--- src/sv/alc_pkg.sv ---
// Package for the array list with cursor: word types, command codes, defaults.
// No dependencies; imported by alc_ctrl and array_list_with_cursor.
package alc_pkg;

  localparam int CAPACITY_DEF = 64;
  localparam int COUNT_OUT_W  = 7;

  localparam logic [1:0] MODE_INSERT = 2'd0;
  localparam logic [1:0] MODE_FIRST  = 2'd1;
  localparam logic [1:0] MODE_NEXT   = 2'd2;
  localparam logic [1:0] MODE_REMOVE = 2'd3;

  typedef struct packed {
    logic [1:0]         mode;
    logic signed [31:0] value_in;
  } in_word_t;

  typedef struct packed {
    logic                   ok;
    logic signed [31:0]     value_out;
    logic [COUNT_OUT_W-1:0] count;
  } out_word_t;

endpackage

--- src/sv/alc_ram.sv ---
// Entry store of the list: one write port, one read port, registered read data.
// Depends on nothing; instantiated by array_list_with_cursor.
module alc_ram #(
  parameter int DEPTH = 64,
  parameter int AW    = 6
) (
  input  logic              clk,
  input  logic              we,
  input  logic [AW-1:0]     wa,
  input  logic [31:0]       wd,
  input  logic [AW-1:0]     ra,
  output logic [31:0]       rd
);

  logic [31:0] mem [DEPTH];

  always_ff @(posedge clk) begin
    if (we) begin
      mem[wa] <= wd;
    end
  end

  always_ff @(posedge clk) begin
    rd <= mem[ra];
  end

endmodule

--- src/sv/alc_ctrl.sv ---
// Command sequencer of the array list: count, cursor, and the compacting shift loop.
// Depends on alc_pkg; drives the entry store alc_ram.
module alc_ctrl import alc_pkg::*; #(
  parameter int CAPACITY = CAPACITY_DEF,
  parameter int IW       = 6
) (
  input  logic          clk,
  input  logic          rst_n,
  input  logic          cmd_vld,
  input  in_word_t      cmd,
  output logic          busy,
  output logic          ram_we,
  output logic [IW-1:0] ram_wa,
  output logic [31:0]   ram_wd,
  output logic [IW-1:0] ram_ra,
  input  logic [31:0]   ram_rd,
  output out_word_t     res,
  output logic          res_vld,
  input  logic          res_take
);

  localparam int CW = $clog2(CAPACITY + 1);

  typedef enum logic [3:0] {
    ST_IDLE   = 4'b0001,
    ST_GRAB   = 4'b0010,
    ST_SHIFT  = 4'b0100,
    ST_FINISH = 4'b1000
  } state_t;

  state_t             state_r, state_nxt;
  logic [CW-1:0]      count_r, count_nxt;
  logic               cur_vld_r, cur_vld_nxt;
  logic [IW-1:0]      cur_idx_r, cur_idx_nxt;
  logic [IW-1:0]      w_r, w_nxt;
  logic               is_rm_r, is_rm_nxt;
  logic               ok_r, ok_nxt;
  logic signed [31:0] val_r, val_nxt;
  logic [CW+6:0]      cnt_ext;
  logic [CW-1:0]      cur_plus1;
  logic [CW-1:0]      w_plus1;

  assign cur_plus1 = CW'(cur_idx_r) + CW'(1);
  assign w_plus1   = CW'(w_r) + CW'(1);
  assign cnt_ext   = {{COUNT_OUT_W{1'b0}}, count_r};

  assign busy      = (state_r != ST_IDLE);
  assign res_vld   = (state_r == ST_FINISH);
  assign res.ok        = ok_r;
  assign res.value_out = val_r;
  assign res.count     = cnt_ext[COUNT_OUT_W-1:0];

  always_comb begin
    state_nxt   = state_r;
    count_nxt   = count_r;
    cur_vld_nxt = cur_vld_r;
    cur_idx_nxt = cur_idx_r;
    w_nxt       = w_r;
    is_rm_nxt   = is_rm_r;
    ok_nxt      = ok_r;
    val_nxt     = val_r;
    ram_we      = 1'b0;
    ram_wa      = w_r;
    ram_wd      = ram_rd;
    ram_ra      = cur_idx_r;
    unique case (state_r)
      ST_IDLE: begin
        if (cmd_vld) begin
          ok_nxt    = 1'b0;
          val_nxt   = '0;
          is_rm_nxt = 1'b0;
          state_nxt = ST_FINISH;
          unique case (cmd.mode)
            MODE_INSERT: begin
              if (count_r < CW'(CAPACITY)) begin
                ram_we    = 1'b1;
                ram_wa    = count_r[IW-1:0];
                ram_wd    = cmd.value_in;
                count_nxt = count_r + CW'(1);
                ok_nxt    = 1'b1;
              end
            end
            MODE_FIRST: begin
              if (count_r != '0) begin
                ram_ra      = '0;
                cur_vld_nxt = 1'b1;
                cur_idx_nxt = '0;
                ok_nxt      = 1'b1;
                state_nxt   = ST_GRAB;
              end
            end
            MODE_NEXT: begin
              if (!cur_vld_r) begin
                if (count_r != '0) begin
                  ram_ra      = '0;
                  cur_vld_nxt = 1'b1;
                  cur_idx_nxt = '0;
                  ok_nxt      = 1'b1;
                  state_nxt   = ST_GRAB;
                end
              end else if (cur_plus1 < count_r) begin
                ram_ra      = cur_plus1[IW-1:0];
                cur_idx_nxt = cur_plus1[IW-1:0];
                ok_nxt      = 1'b1;
                state_nxt   = ST_GRAB;
              end
            end
            MODE_REMOVE: begin
              if (cur_vld_r && (CW'(cur_idx_r) < count_r)) begin
                ram_ra    = cur_idx_r;
                w_nxt     = cur_idx_r;
                is_rm_nxt = 1'b1;
                ok_nxt    = 1'b1;
                state_nxt = ST_GRAB;
              end
            end
            default: ;
          endcase
        end
      end
      ST_GRAB: begin
        val_nxt   = ram_rd;
        state_nxt = ST_FINISH;
        if (is_rm_r) begin
          ram_ra    = w_plus1[IW-1:0];
          count_nxt = count_r - CW'(1);
          if (cur_idx_r == '0) begin
            cur_vld_nxt = 1'b0;
          end else begin
            cur_idx_nxt = cur_idx_r - IW'(1);
          end
          if (w_plus1 < count_r) begin
            state_nxt = ST_SHIFT;
          end
        end
      end
      ST_SHIFT: begin
        // write entry w from the word read last cycle, fetch the one after
        ram_we = 1'b1;
        ram_wa = w_r;
        ram_wd = ram_rd;
        ram_ra = w_r + IW'(2);
        w_nxt  = w_plus1[IW-1:0];
        if (!(w_plus1 < count_r)) begin
          state_nxt = ST_FINISH;
        end
      end
      ST_FINISH: begin
        if (res_take) begin
          state_nxt = ST_IDLE;
        end
      end
      default: state_nxt = ST_IDLE;
    endcase
  end

  always_ff @(posedge clk) begin
    if (!rst_n) begin
      state_r   <= ST_IDLE;
      count_r   <= '0;
      cur_vld_r <= 1'b0;
      is_rm_r   <= 1'b0;
    end else begin
      state_r   <= state_nxt;
      count_r   <= count_nxt;
      cur_vld_r <= cur_vld_nxt;
      is_rm_r   <= is_rm_nxt;
    end
  end

  always_ff @(posedge clk) begin
    cur_idx_r <= cur_idx_nxt;
    w_r       <= w_nxt;
    ok_r      <= ok_nxt;
    val_r     <= val_nxt;
  end

  a_count_cap: assert property (@(posedge clk) disable iff (!rst_n)
    count_r <= CW'(CAPACITY))
    else $error("stored count beyond capacity");

  a_cursor_in_list: assert property (@(posedge clk) disable iff (!rst_n)
    cur_vld_r |-> (CW'(cur_idx_r) < count_r))
    else $error("cursor points past the stored entries");

  a_shift_range: assert property (@(posedge clk) disable iff (!rst_n)
    (state_r == ST_SHIFT) |-> (CW'(w_r) < count_r))
    else $error("shift source beyond stored entries");

  a_busy_after_cmd: assert property (@(posedge clk) disable iff (!rst_n)
    (state_r == ST_IDLE && cmd_vld) |=> busy)
    else $error("command taken but sequencer stayed idle");

  a_take_in_finish: assert property (@(posedge clk) disable iff (!rst_n)
    res_take |-> (state_r == ST_FINISH))
    else $error("result taken while none pending");

endmodule

--- src/sv/array_list_with_cursor.sv ---
// Top level of the array list with cursor: sequencer, entry store, output register.
// Depends on alc_pkg, alc_ram and alc_ctrl.
//
// Input channel in_valid/in_stall/in_data carries one command word: mode (insert,
// first, next, remove at cursor) and value_in for insert. Output channel
// out_valid/out_stall/out_data returns one result word per command: ok, value_out
// and the stored count after the command. A word moves at a clock edge where valid
// is high and stall is low.
// One command at a time: in_stall is high from acceptance until its result is
// loaded into the output register. Insert and any failed command go straight to
// the result; first, next and a remove of the last entry read the store once
// before it; a remove that compacts the list then also moves the entries after the
// cursor down by one (count - 1 - cursor of them, count before the remove); the
// shift loop moves one entry per cycle through the single store port pair.
// A finished result waits in the sequencer while the output register is held by
// out_stall; the next command is taken the cycle after the result is loaded.
// Reset (rst_n low, synchronous) empties the list and clears the cursor; the entry
// store needs no clearing pass.
module array_list_with_cursor import alc_pkg::*; #(
  parameter int CAPACITY = CAPACITY_DEF
) (
  input  logic      clk,
  input  logic      rst_n,
  input  logic      in_valid,
  output logic      in_stall,
  input  in_word_t  in_data,
  output logic      out_valid,
  input  logic      out_stall,
  output out_word_t out_data
);

  localparam int IW = (CAPACITY > 1) ? $clog2(CAPACITY) : 1;

  logic          ram_we;
  logic [IW-1:0] ram_wa;
  logic [31:0]   ram_wd;
  logic [IW-1:0] ram_ra;
  logic [31:0]   ram_rd;
  out_word_t     res;
  logic          res_vld;
  logic          res_take;
  logic          out_valid_r, out_valid_nxt;
  out_word_t     out_data_r;

  alc_ctrl #(
    .CAPACITY (CAPACITY),
    .IW       (IW)
  ) u_ctrl (
    .clk      (clk),
    .rst_n    (rst_n),
    .cmd_vld  (in_valid),
    .cmd      (in_data),
    .busy     (in_stall),
    .ram_we   (ram_we),
    .ram_wa   (ram_wa),
    .ram_wd   (ram_wd),
    .ram_ra   (ram_ra),
    .ram_rd   (ram_rd),
    .res      (res),
    .res_vld  (res_vld),
    .res_take (res_take)
  );

  alc_ram #(
    .DEPTH (CAPACITY),
    .AW    (IW)
  ) u_ram (
    .clk (clk),
    .we  (ram_we),
    .wa  (ram_wa),
    .wd  (ram_wd),
    .ra  (ram_ra),
    .rd  (ram_rd)
  );

  assign res_take = res_vld && (!out_valid_r || !out_stall);

  always_comb begin
    out_valid_nxt = out_valid_r;
    if (res_take) begin
      out_valid_nxt = 1'b1;
    end else if (!out_stall) begin
      out_valid_nxt = 1'b0;
    end
  end

  always_ff @(posedge clk) begin
    if (!rst_n) begin
      out_valid_r <= 1'b0;
    end else begin
      out_valid_r <= out_valid_nxt;
    end
  end

  always_ff @(posedge clk) begin
    if (res_take) begin
      out_data_r <= res;
    end
  end

  assign out_valid = out_valid_r;
  assign out_data  = out_data_r;

endmodule
--- config.mk ---
export PLATFORM = sky130hd
export DESIGN_NAME = array_list_with_cursor
export DESIGN_NICKNAME = d
export VERILOG_FILES = /design/src/sv/alc_pkg.sv /design/src/sv/alc_ram.sv /design/src/sv/alc_ctrl.sv /design/src/sv/array_list_with_cursor.sv
export SDC_FILE = /design/constraint.sdc
export NUM_CORES = 2
export LEC_CHECK = 0
export BUFFER_PORTS_ARGS = -buffer_cell sky130_fd_sc_hd__clkbuf_2
export CORE_MARGIN = 3
export CORE_UTILIZATION = 45
export DETAILED_ROUTE_END_ITERATION = 7
export PLACE_DENSITY = 0.7
export SYNTH_ARGS = -nofsm -noshare
export SYNTH_HDL_FRONTEND = slang
export SYNTH_SLANG_ARGS = --single-unit
--- constraint.sdc ---
create_clock -name clk -period 10.8 [get_ports clk]
set_clock_uncertainty 0.15 [all_clocks]
set_input_delay 2.16 -clock clk [delete_from_list [all_inputs] [get_ports clk]]
set_output_delay 2.16 -clock clk [all_outputs]
set_load 0.05 [all_outputs]
# ---- Yosys cells after proc, flatten, opt, wreduce, memory -nomap -nowiden
# Memories as Yosys holds them, arrays and structs flattened. A register that Yosys moved wholly into a read port is not among the register bits.
# Index checks and enable logic that the tools add are counted.
dict set report op_classes {
  muxes 61
  eq_ne 21
  n_reduce_logical 17
  n_addsub 6
  magnitude_cmp 4
}
# operator count
set ops {}
lappend ops {{32-bit 2-to-1 mux} 5}
lappend ops {{6-bit 2-to-1 mux} 14}
lappend ops {{32-bit case mux with 2 select lines} 1}
lappend ops {{4-bit 2-to-1 mux} 9}
lappend ops {{6-bit case mux with 2 select lines} 3}
lappend ops {{7-bit 2-to-1 mux} 4}
lappend ops {{6-bit case mux with 3 select lines} 1}
lappend ops {{1-bit 2-to-1 mux} 17}
lappend ops {{4-bit case mux with 4 select lines} 1}
lappend ops {{6-bit by 1-bit adder with 7-bit output, second input constant} 2}
lappend ops {{7-bit less-than comparator} 2}
lappend ops {{7-bit case mux with 2 select lines} 1}
lappend ops {{2-bit by 1-bit != test with 1-bit output, second input constant} 6}
lappend ops {{4-bit case mux with 3 select lines} 1}
lappend ops {{2-bit != test, second input constant} 5}
lappend ops {{7-bit by 1-bit adder with 7-bit output, second input constant} 1}
lappend ops {{6-bit by 7-bit less-than comparator with 1-bit output} 1}
lappend ops {{7-bit less-than comparator, second input constant} 1}
lappend ops {{7-bit nonzero test} 1}
lappend ops {{7-bit by 1-bit subtractor with 7-bit output, second input constant} 1}
lappend ops {{6-bit by 2-bit adder with 6-bit output, second input constant} 1}
lappend ops {{6-bit logical NOT} 1}
lappend ops {{1-bit case mux with 2 select lines} 3}
lappend ops {{3-bit AND reduction} 2}
lappend ops {{20 further kinds} 25}
dict set report totals {
  reg_bits 99
  ram_bits 2048
  n_memories 1
  inputBits 38
  output_inout_bits 42
}
# name depth word_bits rd rd_clocked_by_memory_dff write_ports line
set memory_table {}
lappend memory_table {u_ram.mem 64 32 1 1 1 alc_ram.sv:15} ;# logic [31:0] mem [DEPTH];

# ---- Longest topological paths before layout
dict set report depth {
  ltp_word 7
  depth_mapped 19
}

# ---- Cells and area by module
# From an unflattened synthesis, not the netlist that was laid out.
dict set report hier_totals {
  hier_cells 3986
  area_unflattened_um2 84552.3
}
# mod instances cells_each area_per_inst_um2 seq_area_each_um2
set modules_own_cells {}
lappend modules_own_cells {alc_ram 1 3511 79039.6 62139.6}
lappend modules_own_cells {alc_ctrl 1 431 4272.8 1611.5}
lappend modules_own_cells {array_list_with_cursor 1 44 1239.9 1221.2}

# ---- Worst setup path before layout
# No wires, ideal clock.
dict set report synth_path {
  kind {input port to flip-flop}
  start {input port in_data[32] in the netlist's numbering}
  end {memory u_ram.mem[61][0], enable pin}
  setup_time_ns 0.461
  setup_slack_ns 4.491
  stages 8
  arrival_ns 5.698
  path_cell_list {inv_1 > ha_1 > nor2b_1 > nand2_1 > clkbuf_1 > a31oi_1 > or2_2 > nor3_1}
}
dict set report synth_between {
  elab_chain_cells 6
  elab_cells_between_ends 9
  cone_classes {8 x mux; 1 x reduce/logical}
}
# item line
set synth_lines {}
lappend synth_lines {{start: declaration} array_list_with_cursor.sv:26} ;# input in_word_t in_data,
lappend synth_lines {{2-bit logical NOT *} alc_ctrl.sv:73} ;# unique case (cmd.mode)
lappend synth_lines {{1-bit 2-to-1 mux} alc_ctrl.sv:73}
lappend synth_lines {{1-bit 2-to-1 mux} alc_ctrl.sv:68} ;# if (cmd_vld) begin
lappend synth_lines {{1-bit case mux with 2 select lines} alc_ctrl.sv:66} ;# unique case (state_r)
lappend synth_lines {{1-bit 2-to-1 mux} alc_ram.sv:18} ;# if (we) begin
lappend synth_lines {{1-bit 2-to-1 mux (implied by the code)} alc_ram.sv:19} ;# mem[wa] <= wd;
lappend synth_lines {{end: declaration} alc_ram.sv:15}
# Mark *: on every way between the ends. The rest lies on a longest branch, timed or not.

# ---- Worst setup path in the final report
dict set report layout_path {
  start {register u_ctrl.cur_idx_r[0]}
  end {register u_ram.rd[6] (read register of u_ram.mem)}
}
dict set report layout_between {
  elab_chain_cells 7
  elab_cells_between_ends 9
  cone_classes {1 x add/sub; 1 x order compare; 7 x mux}
}
# item line
set layout_lines {}
lappend layout_lines {{start: declaration} alc_ctrl.sv:34} ;# logic [IW-1:0] cur_idx_r, cur_idx_nxt;
lappend layout_lines {{start signal: assignment} alc_ctrl.sv:172} ;# cur_idx_r <= cur_idx_nxt;
lappend layout_lines {{6-bit by 1-bit adder with 7-bit output} alc_ctrl.sv:43} ;# assign cur_plus1 = CW'(cur_idx_r) + CW'(1);
lappend layout_lines {{7-bit less-than comparator} alc_ctrl.sv:101} ;# end else if (cur_plus1 < count_r) begin
lappend layout_lines {{6-bit 2-to-1 mux} n/a}
lappend layout_lines {{6-bit 2-to-1 mux} alc_ctrl.sv:93} ;# if (!cur_vld_r) begin
lappend layout_lines {{6-bit case mux with 2 select lines} alc_ctrl.sv:73}
lappend layout_lines {{6-bit 2-to-1 mux} n/a}
lappend layout_lines {{6-bit case mux with 3 select lines *} alc_ctrl.sv:66}
lappend layout_lines {{end: declaration} alc_ram.sv:12} ;# output logic [31:0] rd
# Marked as above.
# A chain may end at the register's enable or synchronous reset.

==> flow_summary.json <==
{
  "via_per_inst": 5.997,
  "gp_congestion": 0.8976,
  "grt_max_degree": 204,
  "synthesis.area_mm2": 0.08569,
  "yosysUniqueCellTypes": 61,
  "relSlewSlack_pct": 5.094,
  "syn_nets": 6428,
  "worst_pin_slew_ns": 1.419,
  "cts_root_buf": "clkbuf_16",
  "drv_slew": 0,
  "grt_pass1_vias": 51470,
  "cts.repair.resized": 0,
  "vias": 54190,
  "synth-simple-area-share_pct": 15.48,
  "rsz0062_at_grt": "false",
  "outcome": "finished clean",
  "ys_top_cells_by_area": "edfxtp_1 75%, nand2_1 8.4%, nand3_1 4.6%",
  "synth_top_cell_by_area": "edfxtp_1",
  "synth_top_family_by_area": "simple AND/OR/NAND/NOR gates",
  "avgSynthCellArea_um2": 13.48,
  "htreeDepth": 4,
  "core_mm2": 0.1886,
  "cap_violations": 0,
  "nNetsFinal": 6435,
  "io_pins": 80,
  "min_from": "u_ctrl.val_r[20]",
  "syn_to_final_growth_pct": 11.61,
  "power_density_mw_per_mm2": 308.4,
  "synth_xor_area_share_pct": 0.2146,
  "synth_compound_area_share_pct": 4.026,
  "dieHeight_um": 442.4,
  "finalSetupViolations": 0,
  "dpl_cell_area_mm2": 0.08892,
  "total_power_mw": 29.50,
  "finish.utilization_pct": 50.71,
  "design_area_mm2": 0.09563,
  "ys.flop_type": "edfxtp_1",
  "synthMuxAreaShare_pct": 1.554,
  "totalWireLength_mm": 236.0,
  "cts_hold_buf": 0,
  "synth_fa_ha_area_share_pct": 0.4760,
  "die_w_um": 442.4,
  "hold_violations": 0,
  "antenna_found_initial": 20,
  "finalCritPeriodShare_pct": 61.60,
  "grt_pass1_wl_mm": 343.6,
  "ys_warn_count": 0,
  "yosysMostFrequentCell": "edfxtp_1",
  "cts_buffers": 210,
  "place_hpwl_mm": 120.9,
  "drive_gt1_share_pct": 9.284,
  "start_kind": "register",
  "drtIter0Drc": 8172,
  "r2r_start": "u_ctrl.cur_idx_r[0]",
  "power.leakage_nw": 31.87,
  "ys_top_cells_by_count": "2133 x edfxtp_1, 1927 x nand2_1, 781 x nand3_1",
  "critical_path_arrival_ns": 7.29,
  "max_freq_ghz": 0.1503,
  "tns_ns": 0,
  "synth_top_area_share_pct": 74.75,
  "worst_ep_required_time_ns": 11.44,
  "grt_usage_pct": 23.42,
  "dieArea_mm2": 0.1957,
  "wire_per_inst_um": 26.12,
  "min_path_type": "register to register",
  "critPathKind": "register to register",
  "clockBufferDepth": 3,
  "cts.clk_slew.worst_paths_ns": 0.06,
  "seq_area_frac_synth_pct": 75.82,
  "synthCells": 6358,
  "peakVddDrop_uv": 438.9,
  "crit_path_start": "u_ctrl.cur_idx_r[0]",
  "drc": 0,
  "clk_latency_ns": 0.86,
  "post_cts_buffers": 0,
  "ys_ff_latch": 2179,
  "clock-sinks": 2179,
  "rows": 159,
  "min_period_ns": 6.653,
  "cp_max_fo": 175,
  "cts_tree": "done",
  "numPortBuffers": 79,
  "detail-route-antenna-nets": 0,
  "firstDrtPassIters": 6,
  "grt.overflow.total": 0,
  "synth-edff-count": 2133,
  "start_util_pct": 45.44,
  "async_flop_share_pct": 0,
  "cp-end-kind": "register",
  "fill_cells": 15320
}
==> sequential cells by signal, summed over array words and instances, names as in the netlist, 4 cells and up <==
name              count
u_ctrl.cur_idx_r      6
u_ram.rd             32
out_data             40
u_ctrl.w_r            6
u_ram.mem          2048
u_ctrl.count_r        7
u_ctrl.val_r         32
u_ctrl.state_r        4
==> logic make-up (layout without fill, tap and decap cells) <==
group | count (synthesis) | after routing
flops | 2179 | 2179
xor+xnor | 21 | 21
fa+ha+maj | 32 | 32
mux | 133 | 133
other cells | 0 | 3
compound gates | 496 | 496
simple gates | 3072 | 3072
buf+inv | 425 | 605
==> routing by layer <==
metal,track usage (%),routed length (µm),share of wire [%]
met2,36.66,109400,46
met5,0,86,0.036
met1,32.42,90890,39
met3,4.853,26660,11
met4,8.787,9008,3.8
==> area by class of cell <==
class                   instances  area, µm²  area share, %
clock inverters               127       1192          1.247
flip-flops and latches       2179      64970          67.94
clock buffers                 258       5519          5.771
well taps                    2495       3122          3.264
diodes                          3      7.507       0.007850
multi-input cells            3754      19310          20.20
repair buffers                197       1419          1.484
inverters                      23      87.58        0.09158
==> final timing paths <==
path / endpoint / slack (ns) / cells after the start
worst max-delay path: u_ram.rd[6] / 4.15 / 16
worst min-delay path: out_data[27] / 0.26 / 0
worst max register to register: u_ram.rd[6] / 4.15 / 16
worst min register to register: out_data[27] / 0.26 / 0
==> through the flow <==
stage,instances,hold WS (ns),worst slack (ns)
2_1_floorplan,6358,0.2503,4.491
3_3_place_gp,8648,0.2513,4.200
3_5_place_dp,8648,0.2545,4.104
4_1_cts,9033,0.2624,4.330
5_1_grt,9033,0.2579,3.705
6_report,9036,0.2556,4.147
==> critical path, cell delays in order (launching register included) <==
cell and delay (ns):
edfxtp_1 0.72, ha_1 0.41, nand3_1 0.13, xnor2_1 0.24, ha_1 0.29, a211oi_1 0.23, o21ai_0 0.22, or2_2 0.35
nor4_1 0.56, a2111o_2 0.75, buf_12 0.50, buf_12 0.52, nand2_1 0.19, a31oi_1 0.25, nand4_1 0.13, nand3_1 0.31
and4_1 0.24
==> where the power goes <==
part           switching, mW  internal, mW  leakage (nW)
clock                   3.13          4.04          3.26
combinational           8.58          2.81          9.06
sequential             0.219          10.7          19.6
total                   11.9          17.6          31.9
==> placed cells by master (no fill, tap or decap), types with 79 or more instances in the layout <==
| cell | synthesis | layout |
|---|---|---|
| nand2_1 | 1927 | 1893 |
| a31oi_1 | 260 | 260 |
| mux2i_1 | 133 | 133 |
| buf_4 | 39 | 107 |
| a32oi_1 | 129 | 129 |
| clkbuf_16 | 0 | 213 |
| nand4_1 | 130 | 130 |
| edfxtp_1 | 2133 | 2133 |
| clkbuf_2 | 0 | 79 |
| nand3_1 | 781 | 781 |
No activity file was read; power rests on OpenSTA's default activity.
